**src/rtl/sct_pkg.sv**
```systemverilog
package sct_pkg;

   localparam int TABLE_ENTRIES = 64;
   localparam int KEY_W         = 31;
   localparam int COUNT_W       = 32;
   localparam int USED_W        = $clog2(TABLE_ENTRIES + 1);
   localparam int ENTRIES_OUT_W = 7;

   typedef enum logic [1:0] {
      OP_ADD    = 2'd0,
      OP_LOOKUP = 2'd1,
      OP_CLEAR  = 2'd2,
      OP_NONE   = 2'd3
   } op_type;

   // what the travelling token still has to do
   typedef enum logic [1:0] {
      TOK_SEARCH,
      TOK_COMPACT,
      TOK_CLEAR,
      TOK_DONE
   } tok_mode_type;

   typedef struct packed {
      logic                 valid;
      tok_mode_type         mode;
      logic                 is_add;
      logic                 neg;
      logic [KEY_W-1:0]     key;
      logic [COUNT_W-1:0]   amount;
      logic [COUNT_W-1:0]   held;
      logic                 alloc;
      logic                 freed;
   } token_type;

   // entry moved one cell toward the head during compaction
   typedef struct packed {
      logic                 load;
      logic [KEY_W-1:0]     key;
      logic [COUNT_W-1:0]   count;
   } shift_type;

endpackage

```
**src/rtl/sct_cell.sv**
```systemverilog
module sct_cell
   import sct_pkg::*;
(
   input  logic      clock,
   input  logic      reset,
   input  token_type tok_in,
   output token_type tok_out,
   input  shift_type shift_in,
   output shift_type shift_out
);

   logic               valid_ff, valid_in;
   logic [KEY_W-1:0]   key_ff, key_in;
   logic [COUNT_W-1:0] count_ff, count_in;
   token_type          tok_ff, tok_in_next;
   logic [COUNT_W-1:0] sum;

   assign sum     = count_ff + tok_in.amount;
   assign tok_out = tok_ff;

   always_comb begin
      valid_in    = valid_ff;
      key_in      = key_ff;
      count_in    = count_ff;
      tok_in_next = tok_in;
      shift_out   = '0;

      // right neighbor hands its entry down; never coincides with a token here
      if (shift_in.load) begin
         valid_in = 1'b1;
         key_in   = shift_in.key;
         count_in = shift_in.count;
      end

      if (tok_in.valid) begin
         case (tok_in.mode)
            TOK_CLEAR: begin
               valid_in = 1'b0;
            end
            TOK_SEARCH: begin
               if (valid_ff && key_ff == tok_in.key) begin
                  tok_in_next.mode = TOK_DONE;
                  if (tok_in.is_add) begin
                     if (sum == '0) begin
                        valid_in          = 1'b0;
                        tok_in_next.freed = 1'b1;
                        tok_in_next.mode  = TOK_COMPACT;
                     end else begin
                        count_in         = sum;
                        tok_in_next.held = sum;
                     end
                  end else begin
                     tok_in_next.held = count_ff;
                  end
               end else if (!valid_ff) begin
                  // entries are packed at the head: first free cell ends the search
                  tok_in_next.mode = TOK_DONE;
                  if (tok_in.is_add && tok_in.amount != '0) begin
                     valid_in          = 1'b1;
                     key_in            = tok_in.key;
                     count_in          = tok_in.amount;
                     tok_in_next.held  = tok_in.amount;
                     tok_in_next.alloc = 1'b1;
                  end
               end
            end
            TOK_COMPACT: begin
               if (valid_ff) begin
                  shift_out.load  = 1'b1;
                  shift_out.key   = key_ff;
                  shift_out.count = count_ff;
                  valid_in        = 1'b0;
               end else begin
                  tok_in_next.mode = TOK_DONE;
               end
            end
            default: ;
         endcase
      end
   end

   always_ff @(posedge clock) begin
      if (reset) begin
         valid_ff <= 1'b0;
         tok_ff   <= '0;
      end else begin
         valid_ff <= valid_in;
         tok_ff   <= tok_in_next;
      end
      key_ff   <= key_in;
      count_ff <= count_in;
   end

endmodule
```
**config.mk**
```make
export PLATFORM = sky130hd
export DESIGN_NAME = sct_cell
export DESIGN_NICKNAME = d
export VERILOG_FILES = /design/src/rtl/sct_pkg.sv /design/src/rtl/sct_cell.sv
export SDC_FILE = /design/constraint.sdc
export NUM_CORES = 1
export LEC_CHECK = 0
export ABC_AREA = 0
export BUFFER_PORTS_ARGS = -buffer_cell sky130_fd_sc_hd__buf_2
export CORE_MARGIN = 10
export CORE_UTILIZATION = 52
export DETAILED_ROUTE_END_ITERATION = 7
export PLACE_DENSITY = 0.84
export REMOVE_ABC_BUFFERS = 1
export SLEW_MARGIN = 25
export SYNTH_ARGS = -nofsm -noshare
export SYNTH_HDL_FRONTEND = slang
export SYNTH_SLANG_ARGS = --single-unit
```
**constraint.sdc**
```tcl
create_clock -name clock -period 4.5 [get_ports clock]
set_input_delay 0.45 -clock clock [delete_from_list [all_inputs] [get_ports clock]]
set_output_delay 0.45 -clock clock [all_outputs]
set_load 0.01 [all_outputs]
```
[Word-level counts from Yosys, hierarchy flattened]
Cells that the tools add are included.
W data, S select, Z words.
Storage, ports and cells
  memories: 0
  register bits after elaboration: 166
  memory bits (writable): 0
  latch bits: 0
  logic and storage cells: 64
  bits of input ports: 168
  memory bits (read-only): 0
Cells by class
  reduce and logical (&&, ||, !) cells: 5
  mux-type cells: 43
  $add $sub $neg: 1
  bitwise logic cells: 0
  shift-type cells: 0
  multiply operators: 0
  div/mod/pow operators: 0
  eq/ne operators: 3
  order comparisons: 0
Operators with widths (number)
  $mux W32: 11
  $mux W64: 3
  $mux W31: 6
  $mux W34: 2
  $mux W33: 2
  $add A32 B32 Y32: 1
  $logic_not A32 Y1: 1
  $reduce_bool A32 Y1: 1
  $eq A31 B31 Y1: 1
  $mux W1: 12
  $mux W2: 5
  $pmux W2 S2: 1
  $pmux W1 S3: 1
  $eq A2 B1 Y1 const B: 1
  $eq A2 B2 Y1 const B: 1
  $logic_and A1 B1 Y1: 2
  $logic_not A2 Y1: 1

[Longest topological paths before layout]
Gate-level depths: netlist of run 1.
  depth in word-level cells: 7
  depth in mapped cells: 14
  gate-level depth less buffers: 12

[Least setup slack after synthesis of run 1]
No wires, ideal clock.
  kind: input to register
  from: in tok_in[34] (netlist bit)
  to: reg count_ff[15]
  data arrival time: 3876 ps
  library setup time: 124 ps
  setup slack: 500 ps
  stages: 14
  required time: 4376 ps
  cell sequence: ha_1 fa_1 a21o_1 a221o_1 nand2b_1 a21oi_1 or3_1 a211o_1 or4_1 nor4_4 o21a_1 buf_2 buf_2 a21oi_1
Between the ends
  word-level cells in the longest chain between the ends: 7
  elaborated cells on any way between the ends: 11
  classes of those cells: add/sub (1); mux (7); reduce/logical (3)
Ends and longest elaborated chain
  start, declared: RTL line sct_cell.sv:6  | input token_type tok_in,
  $add A32 B32 Y32 or $reduce_bool A32 Y1 (tied branches): RTL line sct_cell.sv:18, sct_cell.sv:58
  $logic_not A32 Y1 or $logic_and A1 B1 Y1 (tied branches): RTL line sct_cell.sv:44, sct_cell.sv:58
  $mux W32 (on tied branches): RTL line sct_cell.sv:44, sct_cell.sv:58
  $mux W32 (on tied branches): RTL line sct_cell.sv:43, sct_cell.sv:55
  $mux W32 (*): RTL line sct_cell.sv:41  | if (valid_ff && key_ff == tok_in.key) begin
  $mux W32 (*): RTL line sct_cell.sv:36  | case (tok_in.mode)
  $mux W32 (*): RTL line sct_cell.sv:35  | if (tok_in.valid) begin
  named net count_in[15]: RTL line sct_cell.sv:14  | logic [COUNT_W-1:0] count_ff, count_in;
  end signal, assigned: RTL line sct_cell.sv:91  | count_ff <= count_in;
  end, declared: RTL line sct_cell.sv:14
Mark *: on every way through the listed nets, which the timed path passes. The rest lies on a longest branch.
A chain may end at the register's enable or synchronous reset.

[Worst setup path in the final report of run 1]
  from: reg count_ff[0]
  to: reg count_ff[1]
Between the ends
  word-level cells in the longest chain between the ends: 7
Ends and longest elaborated chain
  $add A32 B32 Y32 (*): RTL line sct_cell.sv:18  | assign sum = count_ff + tok_in.amount;
  $logic_not A32 Y1: RTL line sct_cell.sv:44  | if (sum == '0) begin
  $mux W32 (*): RTL line sct_cell.sv:44
  $mux W32 (*): RTL line sct_cell.sv:43  | if (tok_in.is_add) begin
  $mux W32 (*): RTL line sct_cell.sv:41
  $mux W32 (*): RTL line sct_cell.sv:36
  $mux W32 (*): RTL line sct_cell.sv:35
  named net count_in[1]: RTL line sct_cell.sv:14
Marks and branches as above.

==> impl_results.md, run 1 <==
- Status: finished, final reports clean
- Cell accounting for the most synthesized area: dfxtp_1
- H-tree depth: 4
- Hold_ws: 220.6 ps
- CTS buffer count: 17
- Clk sinks: 166
- Register bit total from synthesis: 166
- Clock buffer depth: 2
- Share of cells above drive strength 1: 24.68%
- Power per Cell Area: 356.2 nW/um^2
- CTS tree: done
- Crit end category: register
- Synth Instances: 1334
- Sw Share: 36.60%
- Die W: 161.1 um
- Vias per inst: 5.994
- Max_cap viols: 0
- Kind of critical path: reg -> reg
- Worst path required time: 4830 ps
- HPWL Detailed: 30.83 mm
- Met3 WL: 3.498 mm
- Dominant cells by area after synthesis: dfxtp_1 (32%), mux2i_1 (6.9%), a21oi_1 (6.3%)
- Ys flop type: dfxtp_1
- Lkg Pwr: 6.058 nW
- Fin crit share: 92.34%
- Finished Cell Area: 12900 um^2
- Routed wire length on met2: 19.64 mm
- P&R area growth vs syn: 24.67%
- Core ar.: 19530 um^2
- Post-CTS sizing: 0
- Initial core utilization: 52.99%
- Number of iterations in the first detailed-routing pass: 5
- Syn_area_per_cell: 7.756 um^2
- Placement Cell Area: 12280 um^2
- Crit path max fanout: 20
- Post-synth EDFFs: 0
- Internal power: 2.913 mW
- CTS Root Cell: clkbuf_16
- Highest metal used: met4
- Final TNS setup: 0 ps
- # rows: 51
- Height of the die: 161.1 um
- Synth Cell Area: 10350 um^2
- Drt total wl: 41.10 mm
- Largest net degree at the start of global routing: 72
- Gp weighted congestion: 0.9824
- Die area: 25940 um^2
- Number of antenna violations at the first check in global routing: 3
- Critical path startpoint category: register
- Crit path time final: 4156 ps
- Vias post-DR: 11450
- Synth cell types: 65
- Drt wl/cell: 21.52 um
- Final Hold Viols: 0
- Rel. slew slack: 46.04%
- Worst Skew: 16.76 ps
- Antenna Nets Post-Route: 0
- Overflow after GRT: 0
- Slew Viols, Final: 0
- Ports: 334
- Skew-Pair Late Insertion Delay: 440 ps
- Sequential fraction of design power: 37.0%
- DRT iter0 DRCs: 1201
- Area share of the largest cell type after synthesis: 32.12%
- Clk pwr share: 32.7%
- Sequential share of the synthesized area: 32.12%
- Sw Pwr: 1.682 mW
- Tightest Pin Transition: 809.4 ps
- IO buf count: 333
- Asr flop ratio synth: 0%
- HP Class: in -> reg
- Postcts setup bufs: 0
- Worst EP arrival: 4490 ps
- Routed length on met1: 16.26 mm
- DR DRC count: 0
- Comb pwr share: 30.3%
- Max Clk Rate: 240.6 MHz
- Synth warn: 0
- Peak supply drop: 0.0002726 V
- Vias in the first global route: 11370
- Hold buffers post-CTS: 0
- # nets final: 1828
- RSZ-0062 raised after global routing: no
- Total GRT Usage: 30.07%
- Worst-path clk slew: 70 ps
- First-pass GRT wire length: 63.02 mm
- Final setup violation count: 0
## cells in the mapped netlist, types with 3 or more instances
cell type,number
dfxtp_1,166
nand2_1,143
a21oi_1,131
nor2_1,100
o21ai_0,75
and2_1,71
mux2i_1,71
nor2b_1,70
clkbuf_1,67
xnor2_1,44
ha_1,31
nand3_1,30
o21ai_1,30
inv_1,25
o31ai_1,23
a22oi_1,20
nor3_1,18
a211oi_1,16
nand4_1,14
a221oi_1,13
buf_1,12
o211ai_1,12
a311oi_1,11
a32oi_1,11
nor4_1,11
xor2_1,10
a21o_1,9
o21a_1,9
a31oi_1,8
o21bai_1,7
and3_1,6
buf_2,6
o22ai_1,6
or3_1,6
a211o_1,4
and4_1,4
nand2b_1,4
o311ai_1,3
or2_2,3
or4_1,3
## layer usage
metal  up-vias  global-route usage, %
li1       5379                      -
met1      5313                  35.72
met2       634                  50.96
met3       123                  6.177
met4         0                  14.10
met5         -                      0
## per-stage QoR
step,setup WS (ps),std cells,power [mW],util (%)
6_report,344.5,1910,4.595,66.06
2_1_floorplan,-351.1,1247,2.560,-
3_3_place_gp,209.4,1874,3.075,62.91
3_5_place_dp,115.8,1874,3.093,62.91
4_1_cts,355.0,1906,4.572,65.99
5_1_grt,144.1,1909,4.806,66.05
## registers in the layout, indices dropped and copies added, names as in the netlist
signal	flops
tok_out	102
count_ff	32
key_ff	31
valid_ff	1
## cells in the final DEF, fill, tap and decap left out, types with 5 or more instances in the layout
master,Yosys,final
a211oi_1,16,16
o21ai_0,75,75
clkbuf_16,0,17
a21o_1,9,9
o31ai_1,23,23
a221oi_1,13,13
mux2i_1,71,71
nor2b_1,70,70
a311oi_1,11,11
o21ai_1,30,30
xor2_1,10,10
nand2_1,143,142
buf_4,2,27
or3_1,6,6
ha_1,31,31
a21oi_1,131,131
o22ai_1,6,6
o21a_1,9,9
nand3_1,30,30
o211ai_1,12,12
buf_2,6,331
and2_1,71,71
a32oi_1,11,11
and3_1,6,5
xnor2_1,44,44
nand4_1,14,14
nor2_1,100,98
dfxtp_1,166,166
o21bai_1,7,7
a22oi_1,20,20
nor4_1,11,11
a31oi_1,8,8
inv_1,25,25
nor3_1,18,18
## area by class of cell
cell class	count	area [um^2]
fill	1729	6628
multi-input combinational	1056	6600
sequential	166	3323
timing repair buffer	362	1939
clock buffer	17	425.4
tap	265	331.6
clock inverter	15	175.2
inverter	25	93.84
antenna	4	10.01
## power groups by stage
stage	Combinational [mW]	Clock, mW	Sequential (mW)
2_1_floorplan	0.833	0	1.73
3_3_place_gp	1.35	0	1.73
3_5_place_dp	1.36	0	1.73
4_1_cts	1.37	1.50	1.70
5_1_grt	1.52	1.57	1.71
6_report	1.39	1.50	1.70
## final timing paths
check         startpoint          end  slack [ps]  cells after the start
max reg2reg  count_ff[0]  count_ff[1]         340                     13
max          count_ff[0]  count_ff[1]         340                     13
min reg2reg   key_ff[23]   key_ff[23]         570                      2
min            tok_in[0]   tok_out[0]         220                      3
## cell families (layout without fill, tap and decap cells)
family,after synthesis,in the layout,synth area share (%)
AOI/OAI and AO/OA,406,406,24.39
xor gates and xnor gates,54,54,4.571
adders and majority gates,32,32,3.942
buffers and inverters,112,419,4.208
DFF,166,166,32.12
muxes,72,72,6.978
other,0,4,0
and+or+nand+nor,492,492,23.79
## worst max-delay path, stage by stage, from the launching register on
cell and delay, ps:
dfxtp_1 340, ha_1 230, fa_1 410, a21o_1 200
a221o_1 320, nand2b_1 170, a21oi_1 140, or3_1 360
a211o_1 290, or4_1 480, nor4_4 380, buf_12 200
nor2_1 180, a221oi_1 350
(Power assumes the default switching activity.)
==> inputs of run 2 (changes only) <==
--- a/config.mk
+++ b/config.mk
@@ -7,10 +7,12 @@
 export LEC_CHECK = 0
 export ABC_AREA = 0
 export BUFFER_PORTS_ARGS = -buffer_cell sky130_fd_sc_hd__buf_2
+export CELL_PAD_IN_SITES_DETAIL_PLACEMENT = 1
+export CELL_PAD_IN_SITES_GLOBAL_PLACEMENT = 1
 export CORE_MARGIN = 10
-export CORE_UTILIZATION = 52
+export CORE_UTILIZATION = 37
 export DETAILED_ROUTE_END_ITERATION = 7
-export PLACE_DENSITY = 0.84
+export PLACE_DENSITY = 0.83
 export REMOVE_ABC_BUFFERS = 1
 export SLEW_MARGIN = 25
 export SYNTH_ARGS = -nofsm -noshare
==> run 2 against run 1 <==
  * Register-to-register slack got worse by 100 ps
  * Maximum frequency decreased by 2.4%
  * Worst hold slack hardly changed
  * First-iteration DRC count decreased by 44%
  * Sequential cell count is the same
  * Die area up 35%
  * Critical path depth is 1 higher
  * Via count increased by 2.0%
  * Critical path type unchanged
  * Critical endpoint is now count_ff[7]
==> impl_results.md, run 2 (synthesis gave the netlist of run 1 again) <==
- Status: finished, final reports clean
- Worst Skew: 11.87 ps (-4.893 ps)
- Crit path time final: 4257 ps (+101.1 ps)
- Height of the die: 187.2 um (+16%)
- Clk sinks: 166 (unchanged)
- Vias in the first global route: 12250 (+7.8%)
- Drt total wl: 47.62 mm (+16%)
- Finished Cell Area: 13110 um^2 (+1.6%)
- CTS tree: done
- CTS Root Cell: clkbuf_16
- Vias per inst: 5.724 (-4.5%)
- Lkg Pwr: 6.107 nW (+0.81%)
- Placed Cells: 2003 (+6.9%)
- P&R area growth vs syn: 26.73%
- Share of cells above drive strength 1: 25.41% (+0.73 points)
- Post-Layout Cell Count: 2040 (+6.8%)
- HP Class: in -> reg
- Placement Cell Area: 12510 um^2 (+1.9%)
- First-pass GRT wire length: 72.76 mm (+15%)
- Commonest non-fill, non-tap cells in the layout: buf_2 (331), dfxtp_1 (166), nand2_1 (142)
- Worst-path clk slew: 80 ps (about the same)
- Max Clk Rate: 234.9 MHz (-2.4%)
- Highest metal used: met5
- Met3 WL: 3.123 mm (-11%)
- R2R cell count: 14 (+1)
- IO buf count: 333 (unchanged)
- Max_cap viols: 0 (unchanged)
- Filler cells: 3541 (+100%)
- H-tree depth: 4 (unchanged)
- Hold depth: 2 (-1)
- Final worst setup slack: 243.4 ps (-101.1 ps)
- Hold buffers post-CTS: 0 (unchanged)
- Final TNS setup: 0 ps (unchanged)
- Slew Viols, Final: 0 (unchanged)
- Core ar.: 27710 um^2 (+42%)
- Power per Cell Area: 355.0 nW/um^2 (-0.35%)
- HPWL Detailed: 36.07 mm (+17%)
- Tightest Pin Transition: 967.7 ps (+158.3 ps)
- Hold_ws: 220.8 ps (+0.2800 ps)
- Number of iterations in the first detailed-routing pass: 7 (+2)
- Ports: 334 (unchanged)
- Final setup violation count: 0 (unchanged)
- Vias post-DR: 11680 (+2.0%)
- Number of antenna violations at the first check in global routing: 9 (+6)
- # rows: 61 (+20%)
- Worst path required time: 4840 ps (about the same)
- RSZ-0062 raised after global routing: no
- Skew-Pair Late Insertion Delay: 440 ps (about the same)
- DRT iter0 DRCs: 672 (-44%)
- Kind of critical path: reg -> reg
- Overflow after GRT: 0 (unchanged)
- Crit end category: register
- Rel. slew slack: 35.49% (-11 points)
- Commonest non-fill, non-tap cell in the layout: buf_2
- Drt wl/cell: 23.34 um (+8.5%)
- Clock buffer depth: 2 (unchanged)
- Antenna Nets Post-Route: 0 (unchanged)
- CTS buffer count: 17 (unchanged)
- Postcts setup bufs: 0 (unchanged)
- Gp weighted congestion: 0.9155 (-6.8%)
- Initial core utilization: 37.34% (-16 points)
- Total GRT Usage: 26.05% (-4.0 points)
- Max FFs per register: 102 (unchanged)
- Die W: 187.2 um (+16%)
- Final Hold Viols: 0 (unchanged)
- Largest net degree at the start of global routing: 62 (-14%)
- # nets final: 1844 (+0.88%)
- Die area: 35050 um^2 (+35%)
- Peak supply drop: 0.0001965 V (-28%)
- Routed length on met1: 19.65 mm (+21%)
- Critical path startpoint category: register
- Crit path max fanout: 7 (-65%)
- DR DRC count: 0 (unchanged)
- Worst EP arrival: 4600 ps (+110 ps)
- Fin crit share: 94.59% (+2.2 points)
- Post-CTS sizing: 0 (unchanged)
- Routed wire length on met2: 23.26 mm (+18%)
- Pre-CTS setup slack: 64.95 ps (-50.85 ps)
run 2: cell count changes in the layout (fill, tap and decap cells not counted), sizes merged:
| cell | before | now |
|---|---|---|
| diode | 4 | 5 |
| clkinv | 6 | 2 |
| buf | 362 | 378 |
| bufinv | 0 | 1 |
| clkinvlp | 0 | 3 |
run 2: path summary, 6_finish.rpt:
path	from	to	slack, ps
worst max-delay path	count_ff[0]	count_ff[7]	240
worst min-delay path	tok_in[97]	tok_out[97]	220
worst min register to register	key_ff[1]	key_ff[1]	570
worst max register to register	count_ff[0]	count_ff[7]	240
run 2: routing by layer:
metal  global-route usage, %  up-vias
li1                        -     5415
met3                   5.835      108
met4                   10.02        8
met5                       0        -
met1                   30.88     5680
met2                   44.79      465
run 2: power breakdown:
part | internal, mW | switching (mW) | leakage, nW
registers | 1.60 | 0.0982 | 1.39
clock network | 0.789 | 0.734 | 0.280
logic | 0.566 | 0.868 | 4.44
run 2: per-stage QoR:
stage               total power, mW  utilization, %
detailed placement            3.139           45.17
CTS                           4.666           47.28
finish                        4.654           47.32
floorplan                     2.560               -
global route                  4.907           47.32
global placement              3.097           45.17
run 2: cell type report:
cell class / instances / area [um^2] / area share (%)
Tap cell: 378 / 473.0 / 3.607
Multi-Input combinational cell: 1056 / 6601 / 50.35
Timing Repair Buffer: 378 / 2022 / 15.42
Clock buffer: 17 / 425.4 / 3.245
Sequential cell: 166 / 3323 / 25.35
Clock inverter: 15 / 160.2 / 1.221
Inverter: 25 / 93.84 / 0.7157
Antenna cell: 5 / 12.51 / 0.09543
run 2: worst max-delay path, cell delays in order (launching register included):
cell and delay, ps:
dfxtp_1 350, ha_1 250, fa_1 410, a21o_1 210, a221o_1 380, nand2b_1 140, a21oi_1 140, or3_1 390
a211o_1 300, or4_1 500, nor4_4 300, buf_4 210, nor2_1 70, buf_4 210, a221oi_1 310
